<file path="src/rtl/core/gla_pkg.sv">
// Shared types and constants of the grid line rasterizer.
package gla_pkg;

    localparam int COORD_BITS = 5;
    localparam int FIELD_W    = 5;
    localparam int ERR_W      = COORD_BITS + 3;
    localparam int CNT_W      = COORD_BITS + 2;

    localparam logic signed [CNT_W-1:0] CNT_ONE = CNT_W'(1);
    localparam logic signed [CNT_W-1:0] CNT_TWO = CNT_W'(2);

    typedef enum logic {
        MODE_POINTS = 1'b0,
        MODE_LINE   = 1'b1
    } t_mode;

    typedef struct packed {
        logic [FIELD_W-1:0] start_x;
        logic [FIELD_W-1:0] start_y;
        logic [FIELD_W-1:0] end_x;
        logic [FIELD_W-1:0] end_y;
        logic [7:0]         glyph;
    } t_in;

    typedef struct packed {
        logic [FIELD_W-1:0] tile_x;
        logic [FIELD_W-1:0] tile_y;
        logic [7:0]         tile_glyph;
        logic               last_tile;
    } t_out;

    // Classified line command handed from the front to the walker.
    typedef struct packed {
        t_mode                   mode;
        logic [COORD_BITS-1:0]   sx;
        logic [COORD_BITS-1:0]   sy;
        logic [COORD_BITS-1:0]   ex;
        logic [COORD_BITS-1:0]   ey;
        logic                    x_neg;
        logic                    y_neg;
        logic signed [ERR_W-1:0] err0;
        logic signed [ERR_W-1:0] dx2;
        logic signed [ERR_W-1:0] dy2;
        logic signed [CNT_W-1:0] count0;
        logic [7:0]              glyph;
    } t_cmd;

    typedef struct packed {
        logic empty;
        logic full;
    } t_cmdq_stat;

endpackage

</file>
<file path="src/rtl/core/gla_front.sv">
// Front end: holds the mode register and classifies incoming line commands.
module gla_front (
    input  logic          i_clk,
    input  logic          i_rst_n,
    input  logic          i_cfg_we,
    input  logic          i_cfg_wdata,
    input  gla_pkg::t_in  i_item,
    output gla_pkg::t_cmd o_cmd
);
    import gla_pkg::*;

    t_mode                 r_draw_mode;
    logic [COORD_BITS-1:0] sx, sy, ex, ey, dx, dy;

    always_ff @(posedge i_clk) begin
        if (!i_rst_n) begin
            r_draw_mode <= MODE_LINE;
        end else if (i_cfg_we) begin
            r_draw_mode <= t_mode'(i_cfg_wdata);
        end
    end

    always_comb begin
        sx = i_item.start_x[COORD_BITS-1:0];
        sy = i_item.start_y[COORD_BITS-1:0];
        ex = i_item.end_x[COORD_BITS-1:0];
        ey = i_item.end_y[COORD_BITS-1:0];
        dx = (ex > sx) ? ex - sx : sx - ex;
        dy = (ey > sy) ? ey - sy : sy - ey;

        o_cmd.mode   = r_draw_mode;
        o_cmd.sx     = sx;
        o_cmd.sy     = sy;
        o_cmd.ex     = ex;
        o_cmd.ey     = ey;
        o_cmd.x_neg  = !(ex > sx);
        o_cmd.y_neg  = !(ey > sy);
        o_cmd.err0   = signed'(ERR_W'(dx)) - signed'(ERR_W'(dy));
        o_cmd.dx2    = signed'(ERR_W'({dx, 1'b0}));
        o_cmd.dy2    = signed'(ERR_W'({dy, 1'b0}));
        o_cmd.count0 = signed'(CNT_W'(dx) + CNT_W'(dy) + CNT_W'(1));
        o_cmd.glyph  = i_item.glyph;
    end

endmodule

</file>
<file path="src/rtl/core/gla_cmd_queue.sv">
// Two-entry command queue between the front end and the walker.
module gla_cmd_queue (
    input  logic                i_clk,
    input  logic                i_rst_n,
    input  logic                i_push,
    input  gla_pkg::t_cmd       i_cmd,
    input  logic                i_pop,
    output gla_pkg::t_cmd       o_cmd,
    output gla_pkg::t_cmdq_stat o_stat
);
    import gla_pkg::*;

    t_cmd       r_mem [2];
    logic       r_wp, r_rp;
    logic [1:0] r_cnt;
    logic       do_push, do_pop;

    assign o_stat.empty = (r_cnt == 2'd0);
    assign o_stat.full  = (r_cnt == 2'd2);
    assign do_push      = i_push && !o_stat.full;
    assign do_pop       = i_pop && !o_stat.empty;
    assign o_cmd        = r_mem[r_rp];

    always_ff @(posedge i_clk) begin
        if (!i_rst_n) begin
            r_wp  <= 1'b0;
            r_rp  <= 1'b0;
            r_cnt <= 2'd0;
        end else begin
            if (do_push) begin
                r_wp <= !r_wp;
            end
            if (do_pop) begin
                r_rp <= !r_rp;
            end
            case ({do_push, do_pop})
                2'b10:   r_cnt <= r_cnt + 2'd1;
                2'b01:   r_cnt <= r_cnt - 2'd1;
                default: r_cnt <= r_cnt;
            endcase
        end
    end

    always_ff @(posedge i_clk) begin
        if (do_push) begin
            r_mem[r_wp] <= i_cmd;
        end
    end

endmodule

</file>
<file path="src/rtl/core/gla_walker.sv">
// Back end: walks each command tile by tile into a registered result slot.
module gla_walker (
    input  logic                i_clk,
    input  logic                i_rst_n,
    input  gla_pkg::t_cmd       i_cmd,
    input  gla_pkg::t_cmdq_stat i_stat,
    output logic                o_cmd_pop,
    output gla_pkg::t_out       o_result,
    output logic                o_empty,
    input  logic                i_pop
);
    import gla_pkg::*;

    logic                    r_busy, r_ov, r_phase;
    t_cmd                    r_cmd;
    logic [COORD_BITS-1:0]   r_x, r_y;
    logic signed [ERR_W-1:0] r_err;
    logic signed [CNT_W-1:0] r_count;
    t_out                    r_out;

    logic                    adv, load, tile_last;
    logic [COORD_BITS-1:0]   n_x, n_y, step_x, step_y;
    logic signed [ERR_W-1:0] n_err;
    logic signed [CNT_W-1:0] n_count;
    t_out                    tile;

    assign load      = !r_busy && !i_stat.empty;
    assign adv       = r_busy && (!r_ov || i_pop);
    assign o_cmd_pop = load;
    assign o_empty   = !r_ov;
    assign o_result  = r_out;

    always_comb begin
        step_x = r_cmd.x_neg ? r_x - COORD_BITS'(1) : r_x + COORD_BITS'(1);
        step_y = r_cmd.y_neg ? r_y - COORD_BITS'(1) : r_y + COORD_BITS'(1);
        n_x     = r_x;
        n_y     = r_y;
        n_err   = r_err;
        n_count = r_count;
        if (r_err == '0) begin
            n_x     = step_x;
            n_y     = step_y;
            n_err   = r_err + r_cmd.dx2 - r_cmd.dy2;
            n_count = r_count - CNT_TWO;
        end else if (r_err > 0) begin
            n_x     = step_x;
            n_err   = r_err - r_cmd.dy2;
            n_count = r_count - CNT_ONE;
        end else begin
            n_y     = step_y;
            n_err   = r_err + r_cmd.dx2;
            n_count = r_count - CNT_ONE;
        end

        tile.tile_glyph = r_cmd.glyph;
        if (r_cmd.mode == MODE_LINE) begin
            tile.tile_x = FIELD_W'(r_x);
            tile.tile_y = FIELD_W'(r_y);
            tile_last   = (n_count <= 0);
        end else if (r_phase) begin
            tile.tile_x = FIELD_W'(r_cmd.ex);
            tile.tile_y = FIELD_W'(r_cmd.ey);
            tile_last   = 1'b1;
        end else begin
            tile.tile_x = FIELD_W'(r_cmd.sx);
            tile.tile_y = FIELD_W'(r_cmd.sy);
            tile_last   = 1'b0;
        end
        tile.last_tile = tile_last;
    end

    always_ff @(posedge i_clk) begin
        if (!i_rst_n) begin
            r_busy <= 1'b0;
            r_ov   <= 1'b0;
        end else begin
            if (load) begin
                r_busy <= 1'b1;
            end else if (adv && tile_last) begin
                r_busy <= 1'b0;
            end
            if (adv) begin
                r_ov <= 1'b1;
            end else if (i_pop) begin
                r_ov <= 1'b0;
            end
        end
    end

    // Walk registers carry payload only; r_busy qualifies them.
    always_ff @(posedge i_clk) begin
        if (load) begin
            r_cmd   <= i_cmd;
            r_x     <= i_cmd.sx;
            r_y     <= i_cmd.sy;
            r_err   <= i_cmd.err0;
            r_count <= i_cmd.count0;
            r_phase <= 1'b0;
        end else if (adv) begin
            r_x     <= n_x;
            r_y     <= n_y;
            r_err   <= n_err;
            r_count <= n_count;
            r_phase <= 1'b1;
        end
        if (adv) begin
            r_out <= tile;
        end
    end

endmodule

</file>
<file path="src/rtl/core/grid_line_rasterizer_unit.sv">
// An accepted command goes from the command queue into the walker registers, then its
// first tile is registered into the result slot. Rate: one tile per cycle while the slot
// is free or popped; a load step lies between commands, and points mode gives two tiles.
// The walker loop (one error update per tile) sets the rate; a 2-entry command
// queue lets up to two further commands enter while a line is walked.
// Reset (synchronous, active low) empties both sides and sets draw_mode to full line.
module grid_line_rasterizer_unit (
    input  logic          i_clk,
    input  logic          i_rst_n,
    input  logic          i_cfg_we,
    input  logic          i_cfg_wdata,
    input  logic          push,
    input  gla_pkg::t_in  i_item,
    output logic          full,
    output logic          empty,
    input  logic          pop,
    output gla_pkg::t_out o_result
);
    import gla_pkg::*;

    t_cmd       front_cmd;
    t_cmd       queue_cmd;
    t_cmdq_stat cmdq_stat;
    logic       cmd_pop;

    // Classify the incoming transaction and hold the mode register.
    gla_front u_front (
        .i_clk       (i_clk),
        .i_rst_n     (i_rst_n),
        .i_cfg_we    (i_cfg_we),
        .i_cfg_wdata (i_cfg_wdata),
        .i_item      (i_item),
        .o_cmd       (front_cmd)
    );

    // Decouple acceptance from the walk; full back-pressures the source.
    gla_cmd_queue u_cmdq (
        .i_clk   (i_clk),
        .i_rst_n (i_rst_n),
        .i_push  (push),
        .i_cmd   (front_cmd),
        .i_pop   (cmd_pop),
        .o_cmd   (queue_cmd),
        .o_stat  (cmdq_stat)
    );

    assign full = cmdq_stat.full;

    // Walk one command at a time; the result register advances on pop.
    gla_walker u_walker (
        .i_clk     (i_clk),
        .i_rst_n   (i_rst_n),
        .i_cmd     (queue_cmd),
        .i_stat    (cmdq_stat),
        .o_cmd_pop (cmd_pop),
        .o_result  (o_result),
        .o_empty   (empty),
        .i_pop     (pop)
    );

endmodule

</file>
<file path="config.mk">
export PLATFORM = sky130hd
export DESIGN_NAME = grid_line_rasterizer_unit
export DESIGN_NICKNAME = d
export VERILOG_FILES = /design/src/rtl/core/gla_pkg.sv /design/src/rtl/core/gla_front.sv /design/src/rtl/core/gla_cmd_queue.sv /design/src/rtl/core/gla_walker.sv /design/src/rtl/core/grid_line_rasterizer_unit.sv
export SDC_FILE = /design/constraint.sdc
export NUM_CORES = 1
export LEC_CHECK = 0
export ABC_CLOCK_PERIOD_IN_PS = 5790
export BUFFER_PORTS_ARGS = -buffer_cell sky130_fd_sc_hd__buf_2
export CORE_MARGIN = 5
export CORE_UTILIZATION = 60
export CTS_CLUSTER_SIZE = 12
export DETAILED_ROUTE_END_ITERATION = 16
export PLACE_DENSITY = 0.79
export SYNTH_ARGS = -nofsm -noshare
export SYNTH_HDL_FRONTEND = slang
export SYNTH_SLANG_ARGS = --single-unit
</file>
<file path="constraint.sdc">
create_clock -name i_clk -period 5.79 [get_ports i_clk]
set_input_delay 0.579 -clock i_clk [delete_from_list [all_inputs] [get_ports i_clk]]
set_output_delay 0.579 -clock i_clk [all_outputs]
set_load 0.01 [all_outputs]
</file>
Yosys cells after proc, flatten, opt, wreduce, memory -nomap -nowiden --
Memories as Yosys holds them, arrays and structs flattened. A register that Yosys moved wholly into a read port is not among the register bits. Cells that the tools add are included.
Word-level totals: flip-flop bits (word level) 99, RAM bits 112, input bits 34, output and inout bits 21, logic and storage cells 107, memories kept 1
Memory list:
- u_cmdq.r_mem | depth 2, width 56, read ports 1, clocked after Yosys merged registers in 1, wr ports 1, line gla_cmd_queue.sv:13 | t_cmd r_mem [2];
Operators by class: $add $sub $neg 18, $lt $le $gt $ge 4, equal/unequal tests 4, multiplexer cells 32, reductions and logical operators 23
Operator list (count):
- $mux 5 | 12
- $mux 8 | 4
- $mux 7 | 3
- $mux 10 | 2
- $sub 5x5->5 | 4
- $sub 8x8->8 | 2
- $add 5x1->5 const B | 2
- $gt 5x5->1 | 2
- $mux 1 | 10
- $sub 5x1->5 const B | 2
- $add 8x8->8 | 1
- $gt 8x1->1 const B | 1
- $logic_not 1->1 | 8
- $logic_not 8->1 | 1
- $reduce_bool 2->1 | 4
- $add 7x1->7 const B | 1
- $le 7x1->1 const B | 1
- $sub 7x2->7 const B | 1
- $sub 7x3->7 const B | 1
- $add 5x5->6 | 1
- $sub 5x5->6 | 1
- $logic_and 1x1->1 | 5
- $eq 2x2->1 const B | 2
- $pmux 2 s2 | 1
- 8 further kinds | 9

Longest topological paths before layout --
word-level depth 7, mapped depth 17, depth with buffers taken out 16

Hierarchy --
From an unflattened synthesis, not the netlist that was laid out.
Second synthesis, totals: cells, all modules 824, area total of the unflattened synthesis 11120.7 µm²
By module, submodules not included:
- gla_walker | instances 1, cells an instance 412, area each 4888.4 µm², sequential area each 2792.7 µm²
- gla_cmd_queue | instances 1, cells an instance 219, area each 4693.3 µm², sequential area each 3823.7 µm²
- gla_front | instances 1, cells an instance 193, area each 1539.0 µm², sequential area each 20.0 µm²

Worst setup path after synthesis --
OpenSTA, ideal clock, no wires.
kind input-to-reg, start in i_item[15] in the netlist's numbering, end mem u_cmdq.r_mem[0][13] in the netlist's numbering, data pin, arrival time 3.551 ns, required time 5.528 ns, slack 1.977 ns, stages 16, path through inv_1 > ha_1 > buf_6 > o211a_1 > o31a_1 > o21ai_1 > a211oi_1 > a21oi_1 > xor2_1 > ha_1 > inv_1 > or3_1 > a211o_1 > o311a_1 > and4_1 > xor2_1
RTL lines:
- from (decl) | line grid_line_rasterizer_unit.sv:13 | input gla_pkg::t_in i_item,
- to (decl) | line gla_cmd_queue.sv:13

==> results.ini <==
[final_layout]
syn2layout_area_growth_pct=12.1
num_antenna_cells=0
drive_above_1_share_pct=18.9
stdcell_count=985
fin_nets=851
final_core_util_pct=68.4

[setup_path]
rr_worst_depth=4
worstPathArrival_ns=4.20
slowest_delay_ns=0.42
regToRegEndpoint=u_walker.r_y[4]$_DFFE_PP_
end_kind=register
crit_type=in -> reg
worstPathMaxFanout=7
worstPathCellList=buf_2 -> inv_1 -> ha_1 -> nor2b_1 -> o31a_1 -> o21ai_1 -> a211oi_1 -> a21oi_1 -> xor2_1 -> ha_1 -> inv_1 -> or3_1 -> a211o_1 -> o311a_1 -> and4_1 -> xor2_1
crit_slowest_cell=o21ai_1
crit_required_ns=6.02
cp-start-kind=input port
reg2reg_slack_ns=2.62
r2r_start=u_walker.r_err[7]$_DFFE_PP_

[grt]
antenna_found_initial=0
grt_max_degree=57
grt_pass1_wl_um=29600
grt-ovfl-total=0
first_global_vias=5710
grt_use_total_pct=20.2

[hold_path]
hold_end=u_cmdq.r_mem[1][6]$_DFFE_PP_
min_path_cells=1
hold_start=i_item[6]
hp-class=in -> reg

[synth]
synth_top_area_share_pct=60.0
syn_area_um2=9660
synth_edf_count=193
synthCells=693
yosysTopAreaCell=edfxtp_1
ys_top_cells_by_area=edfxtp_1, ha_1, mux2_2, xnor2_1, inv_1
yosysWarnings=0
async_flop_share_pct=0
synth_fp_nets=790
ys_ff_latch=202
synth.yosys.seq_area_share_pct=61.9
ys.flop_type=edfxtp_1
avgSynthCellArea_um2=13.9
synth.distinct_cells=61

[floorplanning]
fp.dieH_um=137
fp-row-count=46
initial_core_util_pct=61.0
io-pin-count=55
die_w_um=137
die_area_um2=18700
core_um2=15800

[placement]
place_inst=946
numPortBuffers=54
gp_congestion=0.988
dp_hpwl_um=12500

[clock_network]
cts_buffer_depth=3
postCtsSetupBuffers=0
post_cts_resized=0
clock_sinks=202
cts-buffers-inserted=22
htree_levels=1
path_clk_slew_ns=0.06
clock-root-buffer=clkbuf_16
cts_tree=built
cts-hold-fix-buffers=0
clk-insertion-delay-late_ns=0.50

[power]
leakagePower_nw=4.21
finalPower_mw=6.45
power_density_nw_per_um2=595
peakVddDrop_uv=255

[route]
finalWirelength_um=18400
dr.pass1.iters=7
wl_per_cell_um=18.6
vias=5615
viasPerCell=5.70
drc=0
first_iter_violations=367
antenna_left=0

[outcome]
outcome=completed

[sta]
slew_headroom_pct=40.7
post-route-min-period_ns=3.97
finalClockSkew_ns=0.0179
worst_slew_pin_slew_ns=0.880
setup_viol=0
period_share_pct=68.6
hold_viol_final=0
fmax_mhz=252
slew_viol_final=0
final.setup.tns_ns=0
rsz0062_at_grt=no

[job]
cap_viol_max_count=0

==> layout make-up <==
cell class              instances  area, um2
clock buffers                  30        581
clock inverters                 9        100
fillers                      1046       5000
inverters                      65        244
multi-input cells             405       3350
flip-flops and latches        202       5980
well taps                     216        270
repair buffers                 58        300
==> registers in the layout, summed over array words and instances, names as in the netlist, 2 cells and up, named ones only <==
| signal | flops |
|---|---|
| u_cmdq.r_mem | 108 |
| u_walker.r_cmd | 41 |
| u_walker.o_result | 19 |
| u_walker.r_err | 8 |
| u_walker.r_count | 7 |
| u_walker.r_x | 5 |
| u_walker.r_y | 5 |
| u_cmdq.r_cnt | 2 |
==> critical path: cells and delay by family <==
family          cells  cell delay [ns]
xor+xnor            2             0.47
compound gates      6             1.42
simple gates        3             0.72
buf+inv             3             0.37
fa+ha+maj           2             0.63
==> power by group <==
part           internal, mW  leakage (nW)  switching [mW]
Sequential             2.32          1.88           0.248
Combinational          1.09          1.99            1.46
Clock                 0.790         0.327           0.530
Total                  4.21          4.21            2.24
==> per-layer routing <==
metal	global-route usage, %	share of wire, %	up-vias
met4	5.49	2.1	0
met1	28.9	44	2735
met2	32.6	47	187
li1	-	-	2661
met3	3.35	6.5	32
met5	0	0	-
==> cell usage after synthesis, drive strengths merged, types with 6 or more instances <==
cell type / n
o21ai: 22
nand3: 7
mux2: 44
mux2i: 22
nor3: 8
and2: 6
edfxtp: 193
a211oi: 10
dfxtp: 9
nor2b: 12
a21oi: 46
a21o: 20
fa: 9
xnor2: 31
nor2: 22
xor2: 12
clkbuf: 16
nand2: 28
ha: 54
inv: 65
o21a: 6
==> placed cells by master (no fill, tap or decap), types with 3 or more instances in the layout <==
cell,netlist,final
a211oi_1,9,9
a21o_1,20,20
a21oi_1,44,44
and2_1,5,5
buf_2,0,54
buf_4,0,4
clkbuf_1,16,8
clkbuf_16,0,22
clkinv_1,0,5
dfxtp_1,9,8
edfxtp_1,193,193
fa_1,9,9
ha_1,54,54
inv_1,64,63
mux2_2,44,44
mux2i_1,21,21
nand2_1,28,28
nand2b_1,4,4
nand3_1,7,7
nor2_1,22,21
nor2b_1,12,12
nor3_1,8,8
o21a_1,6,6
o21ai_0,20,20
o21bai_1,3,3
o31ai_1,3,3
or3_1,3,3
xnor2_1,31,31
xor2_1,12,12
==> through the flow <==
stage          hold slack (ns)  setup slack [ns]  area (um2)
2_1_floorplan            0.400              1.98        9660
3_3_place_gp             0.402              1.64       10100
3_5_place_dp             0.406              1.39       10100
4_1_cts                  0.247              1.88       10800
5_1_grt                  0.250              1.56       10800
6_report                 0.269              1.82       10800
==> how the worst max path moves through the flow <==
stage / start / endpoint / slack (ns) / depth (start not counted)
after global routing: i_item[14] / u_cmdq.r_mem[0][13]$_DFFE_PP_ / 1.56 / 16
after CTS: i_item[14] / u_cmdq.r_mem[0][13]$_DFFE_PP_ / 1.88 / 16
after detailed placement: i_item[14] / u_cmdq.r_mem[0][13]$_DFFE_PP_ / 1.39 / 16
final: i_item[14] / u_cmdq.r_mem[0][13]$_DFFE_PP_ / 1.82 / 16
after global placement: i_item[14] / u_cmdq.r_mem[0][13]$_DFFE_PP_ / 1.64 / 16
after floorplan: i_item[15] / u_cmdq.r_mem[0][13]$_DFFE_PP_ / 1.98 / 16
==> kinds of logic (layout without fill, tap and decap cells) <==
kind of cell | count (synthesis) | after routing | synth area share (%)
DFF | 202 | 202 | 61.9
AOI/OAI and AO/OA | 130 | 130 | 8.90
and+or+nand+nor | 102 | 102 | 5.32
buffers and inverters | 86 | 162 | 3.50
muxes | 66 | 66 | 7.54
adders and majority gates | 64 | 64 | 8.98
xor gates and xnor gates | 43 | 43 | 3.90
(Power assumes the default switching activity.)
